===== src/sv/dsv_pkg.sv =====
`default_nettype none

package dsv_pkg;

    // Character codes of the date text.
    localparam logic [7:0] CHAR_SLASH = 8'h2F;
    localparam logic [7:0] CHAR_ZERO  = 8'h30;
    localparam logic [7:0] CHAR_NINE  = 8'h39;

    // Largest value a part can hold; passing it sets the overflow flag.
    localparam logic [30:0] VALUE_LIMIT = 31'h7FFF_FFFF;

    // Reset values of the year window.
    localparam logic [13:0] YEAR_MIN_RESET = 14'd2000;
    localparam logic [13:0] YEAR_MAX_RESET = 14'd2999;

    // Configuration register indexes.
    localparam logic CFG_YEAR_MIN = 1'b0;
    localparam logic CFG_YEAR_MAX = 1'b1;

    // Verdict codes.
    typedef enum logic [3:0] {
        ERR_OK       = 4'd0,
        ERR_MISSING  = 4'd1,
        ERR_EXTRA    = 4'd2,
        ERR_EMPTY    = 4'd3,
        ERR_NONDIGIT = 4'd4,
        ERR_OVERFLOW = 4'd5,
        ERR_MONTH    = 4'd6,
        ERR_YEAR     = 4'd7,
        ERR_DAY      = 4'd8
    } t_err;

    // One input beat.
    typedef struct packed {
        logic [7:0] char_in;
        logic       last_char;
    } t_in_beat;

    // One result beat.
    typedef struct packed {
        logic [3:0]  error_code;
        logic [4:0]  day_value;
        logic [3:0]  month_value;
        logic [13:0] year_value;
    } t_out_beat;

    // Parser state; also the snapshot handed to the judge at end of text.
    typedef struct packed {
        logic [1:0]       slash_count;
        logic [2:0][30:0] values;
        logic [2:0]       empty;
        logic [2:0]       nondigit;
        logic [2:0]       overflow;
    } t_parts;

endpackage

`default_nettype wire


===== src/sv/dsv_accum.sv =====
`default_nettype none

module dsv_accum import dsv_pkg::*; (
    input  wire logic     i_clk,
    input  wire logic     i_rst_n,
    // Character from the input register.
    input  wire logic     i_valid,
    input  wire t_in_beat i_beat,
    output logic          o_take,
    // Snapshot of a finished text toward the judge.
    output logic          o_snap_valid,
    output t_parts        o_snap,
    input  wire logic     i_snap_ready
);

    t_parts r_state;
    t_parts n_state;
    t_parts r_snap;
    logic   r_snap_valid;
    logic   snap_ready;

    logic [1:0]  part;
    logic [3:0]  diff;
    logic [34:0] wide;
    logic [34:0] sum;

    localparam t_parts PARTS_RESET = '{
        slash_count: 2'd0,
        values:      '0,
        empty:       3'b111,
        nondigit:    3'b000,
        overflow:    3'b000
    };

    // A plain character always moves on; the last one needs a free snapshot slot.
    assign snap_ready = !r_snap_valid || i_snap_ready;
    assign o_take     = i_valid && (!i_beat.last_char || snap_ready);

    // Update of the current part for one character.
    // The low nibble of an ASCII digit is its value.
    always_comb begin
        n_state = r_state;
        part    = r_state.slash_count;
        diff    = i_beat.char_in[3:0];
        wide    = {4'b0, r_state.values[part]};
        sum     = (wide << 3) + (wide << 1) + {31'b0, diff};
        if (i_beat.char_in == CHAR_SLASH) begin
            if (r_state.slash_count != 2'd3) begin
                n_state.slash_count = r_state.slash_count + 2'd1;
            end
        end else if (r_state.slash_count != 2'd3) begin
            n_state.empty[part] = 1'b0;
            if (i_beat.char_in < CHAR_ZERO || i_beat.char_in > CHAR_NINE) begin
                n_state.nondigit[part] = 1'b1;
            end else if (sum > {4'b0, VALUE_LIMIT}) begin
                n_state.values[part]   = VALUE_LIMIT;
                n_state.overflow[part] = 1'b1;
            end else begin
                n_state.values[part] = sum[30:0];
            end
        end
    end

    // Parser state; it returns to its reset value after the last character.
    always_ff @(posedge i_clk) begin
        if (!i_rst_n) begin
            r_state <= PARTS_RESET;
        end else if (o_take) begin
            r_state <= i_beat.last_char ? PARTS_RESET : n_state;
        end
    end

    // Snapshot slot.
    always_ff @(posedge i_clk) begin
        if (!i_rst_n) begin
            r_snap_valid <= 1'b0;
        end else if (snap_ready) begin
            r_snap_valid <= o_take && i_beat.last_char;
        end
    end

    always_ff @(posedge i_clk) begin
        if (o_take && i_beat.last_char) begin
            r_snap <= n_state;
        end
    end

    assign o_snap_valid = r_snap_valid;
    assign o_snap       = r_snap;

endmodule

`default_nettype wire


===== src/sv/dsv_judge.sv =====
`default_nettype none

module dsv_judge import dsv_pkg::*; (
    input  wire logic        i_clk,
    input  wire logic        i_rst_n,
    input  wire logic [13:0] i_year_min,
    input  wire logic [13:0] i_year_max,
    // Snapshot from the parser.
    input  wire logic        i_snap_valid,
    input  wire t_parts      i_snap,
    output logic             o_snap_ready,
    // Result beat.
    output logic             o_valid,
    output t_out_beat        o_data,
    input  wire logic        i_stall
);

    // Intermediate verdict between the two judging stages.
    typedef struct packed {
        t_err        code;
        logic        day_big;
        logic [4:0]  day;
        logic [3:0]  month;
        logic [13:0] year;
        logic [7:0]  century;
    } t_mid;

    t_mid      r_mid;
    t_mid      n_mid;
    logic      r_mid_valid;
    t_out_beat r_out;
    t_out_beat n_out;
    logic      r_out_valid;
    logic      out_ready;
    logic      mid_ready;

    logic [30:0] day_full;
    logic [30:0] month_full;
    logic [30:0] year_full;
    logic [26:0] recip;

    logic [13:0] century_base;
    logic        leap;
    logic [4:0]  month_len;

    // Days in a month; zero for a month that does not exist.
    function automatic logic [4:0] month_days(input logic [3:0] m, input logic is_leap);
        logic [4:0] len;
        case (m) inside
            4'd1, 4'd3, 4'd5, 4'd7, 4'd8, 4'd10, 4'd12: len = 5'd31;
            4'd4, 4'd6, 4'd9, 4'd11:                    len = 5'd30;
            4'd2:    len = is_leap ? 5'd29 : 5'd28;
            default: len = 5'd0;
        endcase
        return len;
    endfunction

    assign out_ready    = !r_out_valid || !i_stall;
    assign mid_ready    = !r_mid_valid || out_ready;
    assign o_snap_ready = mid_ready;

    // First stage: format checks in priority order, month and year ranges,
    // and year / 100 by a reciprocal multiply (exact for 14-bit years).
    always_comb begin
        day_full   = i_snap.values[0];
        month_full = i_snap.values[1];
        year_full  = i_snap.values[2];
        recip      = year_full[13:0] * 13'd5243;

        n_mid.day_big = day_full > 31'd31;
        n_mid.day     = day_full[4:0];
        n_mid.month   = month_full[3:0];
        n_mid.year    = year_full[13:0];
        n_mid.century = recip[26:19];

        if (i_snap.slash_count < 2'd2) begin
            n_mid.code = ERR_MISSING;
        end else if (i_snap.slash_count == 2'd3) begin
            n_mid.code = ERR_EXTRA;
        end else if (i_snap.empty[0]) begin
            n_mid.code = ERR_EMPTY;
        end else if (i_snap.nondigit[0]) begin
            n_mid.code = ERR_NONDIGIT;
        end else if (i_snap.empty[1]) begin
            n_mid.code = ERR_EMPTY;
        end else if (i_snap.nondigit[1]) begin
            n_mid.code = ERR_NONDIGIT;
        end else if (i_snap.empty[2]) begin
            n_mid.code = ERR_EMPTY;
        end else if (i_snap.nondigit[2]) begin
            n_mid.code = ERR_NONDIGIT;
        end else if (|i_snap.overflow) begin
            n_mid.code = ERR_OVERFLOW;
        end else if (month_full < 31'd1 || month_full > 31'd12) begin
            n_mid.code = ERR_MONTH;
        end else if (year_full < {17'b0, i_year_min} || year_full > {17'b0, i_year_max}) begin
            n_mid.code = ERR_YEAR;
        end else begin
            n_mid.code = ERR_OK;
        end
    end

    // Second stage: leap year, month length and the day check.
    always_comb begin
        century_base = {6'b0, r_mid.century} * 14'd100;
        if (r_mid.year == century_base) begin
            leap = r_mid.century[1:0] == 2'b00;
        end else begin
            leap = r_mid.year[1:0] == 2'b00;
        end
        month_len = month_days(r_mid.month, leap);

        n_out = '0;
        if (r_mid.code != ERR_OK) begin
            n_out.error_code = r_mid.code;
        end else if (r_mid.day_big || r_mid.day == 5'd0 || r_mid.day > month_len) begin
            n_out.error_code = ERR_DAY;
        end else begin
            n_out.error_code  = ERR_OK;
            n_out.day_value   = r_mid.day;
            n_out.month_value = r_mid.month;
            n_out.year_value  = r_mid.year;
        end
    end

    // Stage valids.
    always_ff @(posedge i_clk) begin
        if (!i_rst_n) begin
            r_mid_valid <= 1'b0;
            r_out_valid <= 1'b0;
        end else begin
            if (mid_ready) begin
                r_mid_valid <= i_snap_valid;
            end
            if (out_ready) begin
                r_out_valid <= r_mid_valid;
            end
        end
    end

    // Stage payloads.
    always_ff @(posedge i_clk) begin
        if (mid_ready && i_snap_valid) begin
            r_mid <= n_mid;
        end
        if (out_ready && r_mid_valid) begin
            r_out <= n_out;
        end
    end

    assign o_valid = r_out_valid;
    assign o_data  = r_out;

endmodule

`default_nettype wire


===== src/sv/date_string_validator.sv =====
`default_nettype none

// Channel  | Direction | Handshake           | Payload
// ---------+-----------+---------------------+----------------------------------
// input    | in        | i_valid / o_stall   | i_data : t_in_beat (char, last)
// result   | out       | o_valid / i_stall   | o_data : t_out_beat (code, date)
// config   | in        | i_cfg_we            | i_cfg_index, i_cfg_data
//
// One character beat is taken every cycle unless a text's last character waits
// for a free snapshot slot. A result beat passes the input register, parser
// with snapshot, and two judging stages ending in the output register.
// Reset (synchronous, active low) clears the parser and sets the year window
// to 2000..2999. A stalled result only holds the pipeline behind it once all
// stages between the parser and the output are full.

module date_string_validator import dsv_pkg::*; (
    input  wire logic        i_clk,
    input  wire logic        i_rst_n,
    input  wire logic        i_valid,
    output logic             o_stall,
    input  wire t_in_beat    i_data,
    output logic             o_valid,
    input  wire logic        i_stall,
    output t_out_beat        o_data,
    input  wire logic        i_cfg_we,
    input  wire logic        i_cfg_index,
    input  wire logic [13:0] i_cfg_data
);

    t_in_beat    r_in;
    logic        r_in_valid;
    logic        in_take;
    logic [13:0] r_year_min;
    logic [13:0] r_year_max;

    logic   snap_valid;
    logic   snap_ready;
    t_parts snap;

    // Input register frees up whenever the parser takes its beat.
    assign o_stall = r_in_valid && !in_take;

    always_ff @(posedge i_clk) begin
        if (!i_rst_n) begin
            r_in_valid <= 1'b0;
        end else if (!o_stall) begin
            r_in_valid <= i_valid;
        end
    end

    always_ff @(posedge i_clk) begin
        if (!o_stall && i_valid) begin
            r_in <= i_data;
        end
    end

    // Year window registers.
    always_ff @(posedge i_clk) begin
        if (!i_rst_n) begin
            r_year_min <= YEAR_MIN_RESET;
            r_year_max <= YEAR_MAX_RESET;
        end else if (i_cfg_we) begin
            if (i_cfg_index == CFG_YEAR_MIN) begin
                r_year_min <= i_cfg_data;
            end
            if (i_cfg_index == CFG_YEAR_MAX) begin
                r_year_max <= i_cfg_data;
            end
        end
    end

    dsv_accum u_accum (
        .i_clk        (i_clk),
        .i_rst_n      (i_rst_n),
        .i_valid      (r_in_valid),
        .i_beat       (r_in),
        .o_take       (in_take),
        .o_snap_valid (snap_valid),
        .o_snap       (snap),
        .i_snap_ready (snap_ready)
    );

    dsv_judge u_judge (
        .i_clk        (i_clk),
        .i_rst_n      (i_rst_n),
        .i_year_min   (r_year_min),
        .i_year_max   (r_year_max),
        .i_snap_valid (snap_valid),
        .i_snap       (snap),
        .o_snap_ready (snap_ready),
        .o_valid      (o_valid),
        .o_data       (o_data),
        .i_stall      (i_stall)
    );

endmodule

`default_nettype wire


===== config.mk =====
export PLATFORM = sky130hd
export DESIGN_NAME = date_string_validator
export DESIGN_NICKNAME = d
export VERILOG_FILES = /design/src/sv/dsv_pkg.sv /design/src/sv/dsv_accum.sv /design/src/sv/dsv_judge.sv /design/src/sv/date_string_validator.sv
export SDC_FILE = /design/constraint.sdc
export NUM_CORES = 1
export LEC_CHECK = 0
export BUFFER_PORTS_ARGS = -buffer_cell sky130_fd_sc_hd__buf_2
export CORE_ASPECT_RATIO = 1.25
export CORE_UTILIZATION = 25
export CTS_BUF_LIST = sky130_fd_sc_hd__clkbuf_4 sky130_fd_sc_hd__clkbuf_8 sky130_fd_sc_hd__clkbuf_16
export DETAILED_ROUTE_END_ITERATION = 10
export GPL_TIMING_DRIVEN = 0
export REMOVE_ABC_BUFFERS = 1
export SYNTH_ARGS = -nofsm -noshare
export SYNTH_HDL_FRONTEND = slang
export SYNTH_SLANG_ARGS = --single-unit

===== constraint.sdc =====
create_clock -name i_clk -period 7.3 [get_ports i_clk]
set_input_delay 1.095 -clock i_clk [delete_from_list [all_inputs] [get_ports i_clk]]
set_output_delay 1.095 -clock i_clk [all_outputs]
set_load 0.01 [all_outputs]

Yosys cells after proc, flatten, opt, wreduce, memory -nomap -nowiden
Index checks and enable logic that the tools add are counted.
{"block": "totals", "inputBits": 29, "register_bits": 312, "output_inout_bits": 29}
{"block": "op_classes", "n_reduce_logical": 35, "n_mux": 34, "add_sub_neg": 3, "n_mul": 2, "n_eq_ne": 16, "n_lt_le_gt_ge": 12, "n_bitwise": 6}
{"op": "$mux 102", "n": 2}
{"op": "$mux 93", "n": 2}
{"op": "$mux 104", "n": 1}
{"op": "$bwmux 93", "n": 1}
{"op": "$or 93x93->93", "n": 1}
{"op": "$bmux 31 s2", "n": 1}
{"op": "$demux 31 s2", "n": 1}
{"op": "$mux 31", "n": 2}
{"op": "$add 34x32->35", "n": 1}
{"op": "$add 35x4->35", "n": 1}
{"op": "$gt 35x31->1 const B", "n": 1}
{"op": "$mux 3", "n": 11}
{"op": "$gt 31x14->1", "n": 1}
{"op": "$gt 31x4->1 const B", "n": 1}
{"op": "$gt 31x5->1 const B", "n": 1}
{"op": "$lt 31x1->1 const B", "n": 1}
{"op": "$lt 31x14->1", "n": 1}
{"op": "$mul 14x13->27 const B", "n": 1}
{"op": "$eq 4x4->1 const B", "n": 5}
{"op": "$eq 4x3->1 const B", "n": 4}
{"op": "$mux 5", "n": 3}
{"op": "$eq 14x14->1", "n": 1}
{"op": "$mul 8x5->12 const B", "n": 1}
{"op": "$reduce_or 12->1", "n": 1}
{"op": "other kinds (31)", "n": 62}

Logic depth before layout (Yosys ltp)
{"block": "logic_depth", "depth_word": 12, "mapped_depth": 23, "depth_no_buf": 22}

Hierarchy
From an unflattened synthesis, not the netlist that was laid out.
{"block": "hier_totals", "hier_cells": 1918, "area_unflattened_um2": 19892.8}
{"mod": "dsv_accum", "cells_per_inst": 1107, "area_per_inst_um2": 11153.2, "n_inst": 1, "seq_area_each_um2": 5225.0}
{"mod": "dsv_judge", "cells_per_inst": 675, "area_per_inst_um2": 7248.2, "n_inst": 1, "seq_area_each_um2": 1901.8}
{"mod": "date_string_validator", "cells_per_inst": 136, "area_per_inst_um2": 1491.4, "n_inst": 1, "seq_area_each_um2": 850.8}

Least setup slack after synthesis
OpenSTA, ideal clock, no wires.
{"block": "synth_path", "path_type": "register to register", "from": "reg u_accum.r_snap (netlist bit u_accum.o_snap[83])", "to": "reg u_judge.r_mid[7] in the netlist's numbering, data pin", "required_time_ns": 7.040, "setup_ns": 0.260, "path_slack_ns": 2.313, "n_path_buf": 0, "t_arrival_ns": 4.728, "path_stages_with_launch": 17, "path_cell_list": "edfxtp_1 -> ha_1 -> inv_1 -> fa_1 -> fa_1 -> inv_1 -> fa_1 -> fa_1 -> ha_1 -> a21o_1 -> a211o_1 -> a211oi_1 -> a211oi_1 -> o31ai_1 -> o21bai_1 -> a21oi_1 -> xnor2_1"}
{"element": "from (decl)", "line": "dsv_accum.sv:18", "rtl": "t_parts r_snap;"}
{"element": "from (signal assigned)", "line": "dsv_accum.sv:84", "rtl": "r_snap <= n_state;"}
{"element": "to (signal assigned)", "line": "dsv_judge.sv:144", "rtl": "r_mid <= n_mid;"}
{"element": "to (decl)", "line": "dsv_judge.sv:28", "rtl": "t_mid r_mid;"}

==> flow_summary_export.csv <==
group,metric,value,unit
run_status,status,"complete, no violations",
sta,relSlewSlack,2.19,%
hold_path,hp-start,"u_accum.o_snap[11]",
synth,netlist_area,22900,um^2
synth,synth-edff-count,175,
sta,holdWs,0.428,ns
sta,finClkSkew,0.0249,ns
sta,fin_crit,6.81,ns
setup_path,cp_common_cell,"buf_12",
floorplanning,ioPinCount,58,
synth,synth_area_leader_cell,"edfxtp_1",
layout,n_antenna_cell,0,
setup_path,r2r_end,"u_accum.o_snap[79]",
placed_design,globalplace.congestion,0.826,
setup_path,crit_chain,"buf_16 -> nor2b_4 -> buf_16 -> a21oi_1 -> fa_1 -> inv_1 -> ha_1 -> a211oi_1 -> o211ai_1 -> a21oi_2 -> o21ai_2 -> a31oi_1 -> o2111a_2 -> buf_12 -> buf_12 -> buf_12 -> buf_12 -> buf_12 -> a31oi_4",
layout,layout-drive-gt1-share,15.4,%
route,vias,16300,
route,drtAntennaViolNets,0,
sta,max_slew.worst_pin.slew,1.47,ns
setup_path,crit_arrival,7.07,ns
layout,nets,2469,
hold_path,holdCritPathClass,"reg2reg",
floorplanning,dieArea,92900,um^2
placed_design,placedInstanceArea,24500,um^2
layout,multi_input_area,13500,um^2
sta,hold_viol_final,0,
synth,synth_top_area_share,22.9,%
sta,fin_crit_sh,93.2,%
clock_network,clockBufferDepth,3,
setup_path,cp-startpoint,"u_accum.part[1]",
floorplanning,die_y,341,um
clock_network,clk_pin_slew,0.06,ns
pwr,peakVddDrop,164,uV
synth,ys_warn_count,0,
synth,yosysUniqueCellTypes,81,
placed_design,dp_slack,0.546,ns
clock_network,clock-root-buffer,"clkbuf_16",
grt,grt_overflow,0,
layout,final_cell_area,25700,um^2
route,drt-total-wl,57600,um
grt,antenna_found_initial,0,
clock_network,cts_made_buffers,36,
route,dr.pass1.iters,5,
setup_path,r2r-start,"u_accum.part[1]",
clock_network,post_cts_buffers,0,
layout,n_fill_cell,9314,
synth,synth_most_common_cell,"a21oi_1",
sta,setup_violations,0,
synth,yosys_register_bits,311,
setup_path,cp.required,7.57,ns
placed_design,numPortBuffers,57,
grt,grt_max_degree,56,
floorplanning,rows,123,
floorplanning,coreArea,90300,um^2
hold_path,min_path_cells,0,
route,viasPerCell,4.83,
synth,async_reset_ff_share,0,%
layout,area_delta_synth_final,12.2,%
clock_network,cts_htree_levels,2,
synth,netlist_top_cells_count,"a21oi_1 (230), nor2_1 (226), ha_1 (216), edfxtp_1 (175), inv_1 (170)",
clock_network,cts_tree,"yes",
synth,syn_inst,2161,
setup_path,slowest_delay,0.73,ns
grt,grt_pass1_vias,16300,
setup_path,worst_setup_path_start_kind,"flip-flop",
setup_path,r2r_cells,19,
sta,fmax,147,MHz
synth,synth.avg_cell_area,10.6,um^2
clock_network,cts.repair.resized,0,
clock_network,clock-sinks,311,
layout,register_area,7980,um^2
floorplanning,initial_core_util,25.4,%
hold_path,hold_end,"u_judge.r_mid[28]",
grt,track_usage,12.3,%
clock_network,insertion_delay,0.54,ns
pwr,power.leakage,9.41,nW
floorplanning,die_w,273,um
sta,rsz0062_at_grt,"no",
setup_path,path_max_fanout,23,
setup_path,timing_worst_setup_path_type,"reg2reg",
setup_path,rrSetupSlack,0.49,ns
route,drcViolationCount,0,
synth,yosysSeqAreaShare,34.8,%
route,dr.first_iter.drc_count,1056,
sta,setup_ws,0.493,ns
setup_path,crit_slowest_cell,"o2111a_2",
pwr,p_per_area,183,nW/um^2
sta,drv_slew,0,
synth,synth_area_leaders,"edfxtp_1 (23%), a31oi_4 (13%), dfxtp_1 (12%)",
flow_run,maxCapViolations,0,
route,wl_per_cell,17.1,um
setup_path,cp-end-kind,"flip-flop",
clock_network,cts_hold_buf,0,
grt,grt_pass1_wl,91300,um
synth,ys.flop_type,"edfxtp_1",
placed_design,dp.final_hpwl,41900,um
[layout make-up]
| class | count | share of cell area [%] |
|---|---|---|
| multi-input cells | 1546 | 52.4 |
| clock inverters | 17 | 0.603 |
| well taps | 1187 | 5.77 |
| inverters | 170 | 2.49 |
| repair buffers | 91 | 3.69 |
| clock buffers | 48 | 4.00 |
| flip-flops and latches | 311 | 31.0 |
[sequential cells by signal, summed over array words and instances (netlist names)]
signal,count
r_year_max,14
r_in,9
u_accum.part,2
u_accum.o_snap_valid,1
u_accum.r_state,102
u_judge.o_data,27
u_judge.r_mid,35
r_year_min,14
u_accum.o_snap,104
u_judge.r_mid_valid,1
u_judge.o_valid,1
r_in_valid,1
[where the power goes]
part | switching (mW) | internal (mW) | leakage (nW) | total, mW
Clock | 0.755 | 1.07 | 0.591 | 1.82
Sequential | 0.0362 | 1.90 | 2.72 | 1.93
Combinational | 0.546 | 0.418 | 6.10 | 0.964
[per-stage QoR]
stage / utilization, % / power, mW / setup TNS [ns] / std cells
detailed placement: 27.2 / 2.94 / 0 / 3305
global route: 28.5 / 4.98 / 0 / 3370
global placement: 26.4 / 2.92 / -1244.63 / 3271
CTS: 28.5 / 4.77 / 0 / 3370
finish: 28.5 / 4.72 / 0 / 3370
floorplan: - / 2.69 / -513.09 / 2027
[cells by family after synthesis]
logic type,share of synthesized area [%]
fa+ha+maj,17.7
buf+inv,6.58
simple gates,11.0
flops,34.8
mux,1.40
xor+xnor,1.87
compound gates,26.6
[worst max-delay path, delay by kind of cell (launching register included)]
| kind | cells | cell delay, ns |
|---|---|---|
| AOI/OAI and AO/OA | 8 | 2.40 |
| buffers and inverters | 8 | 1.93 |
| adders and majority gates | 2 | 0.88 |
| and+or+nand+nor | 1 | 0.56 |
| DFF | 1 | 0.68 |
[how the worst max path moves through the flow]
stage                               to  slack (ns)  cells past startpoint
floorplan           u_accum.o_snap[12]       -2.98                     12
global placement    u_accum.o_snap[85]       -7.07                     12
detailed placement  u_accum.o_snap[81]        0.55                     19
CTS                 u_accum.o_snap[81]        0.53                     19
global route        u_accum.o_snap[81]        0.25                     19
finish              u_accum.o_snap[79]        0.49                     19
[layout by cell type (no fill, tap or decap), types with 16 or more instances in the layout]
master / n
a31oi_1: 16
buf_12: 16
and2_1: 26
inv_1: 169
o211ai_1: 27
nor4_1: 31
o21a_1: 19
nand2_1: 145
a21boi_0: 17
fa_1: 68
edfxtp_1: 175
clkbuf_16: 36
nor2_1: 225
a2111oi_0: 23
xnor2_1: 40
dfxtp_1: 134
a21oi_1: 230
mux2i_1: 32
o21ai_0: 72
a31oi_4: 140
ha_1: 216
buf_2: 57
nor3_1: 20
a21o_1: 25
[routing by layer]
metal	share of wire, %	vias to the layer above	track usage, %
li1	-	7851	-
met1	43	7999	15.3
met2	50	336	22.1
met3	3.6	103	1.32
met4	2.6	0	3.71
met5	0	-	0
(Power assumes the default switching activity.)
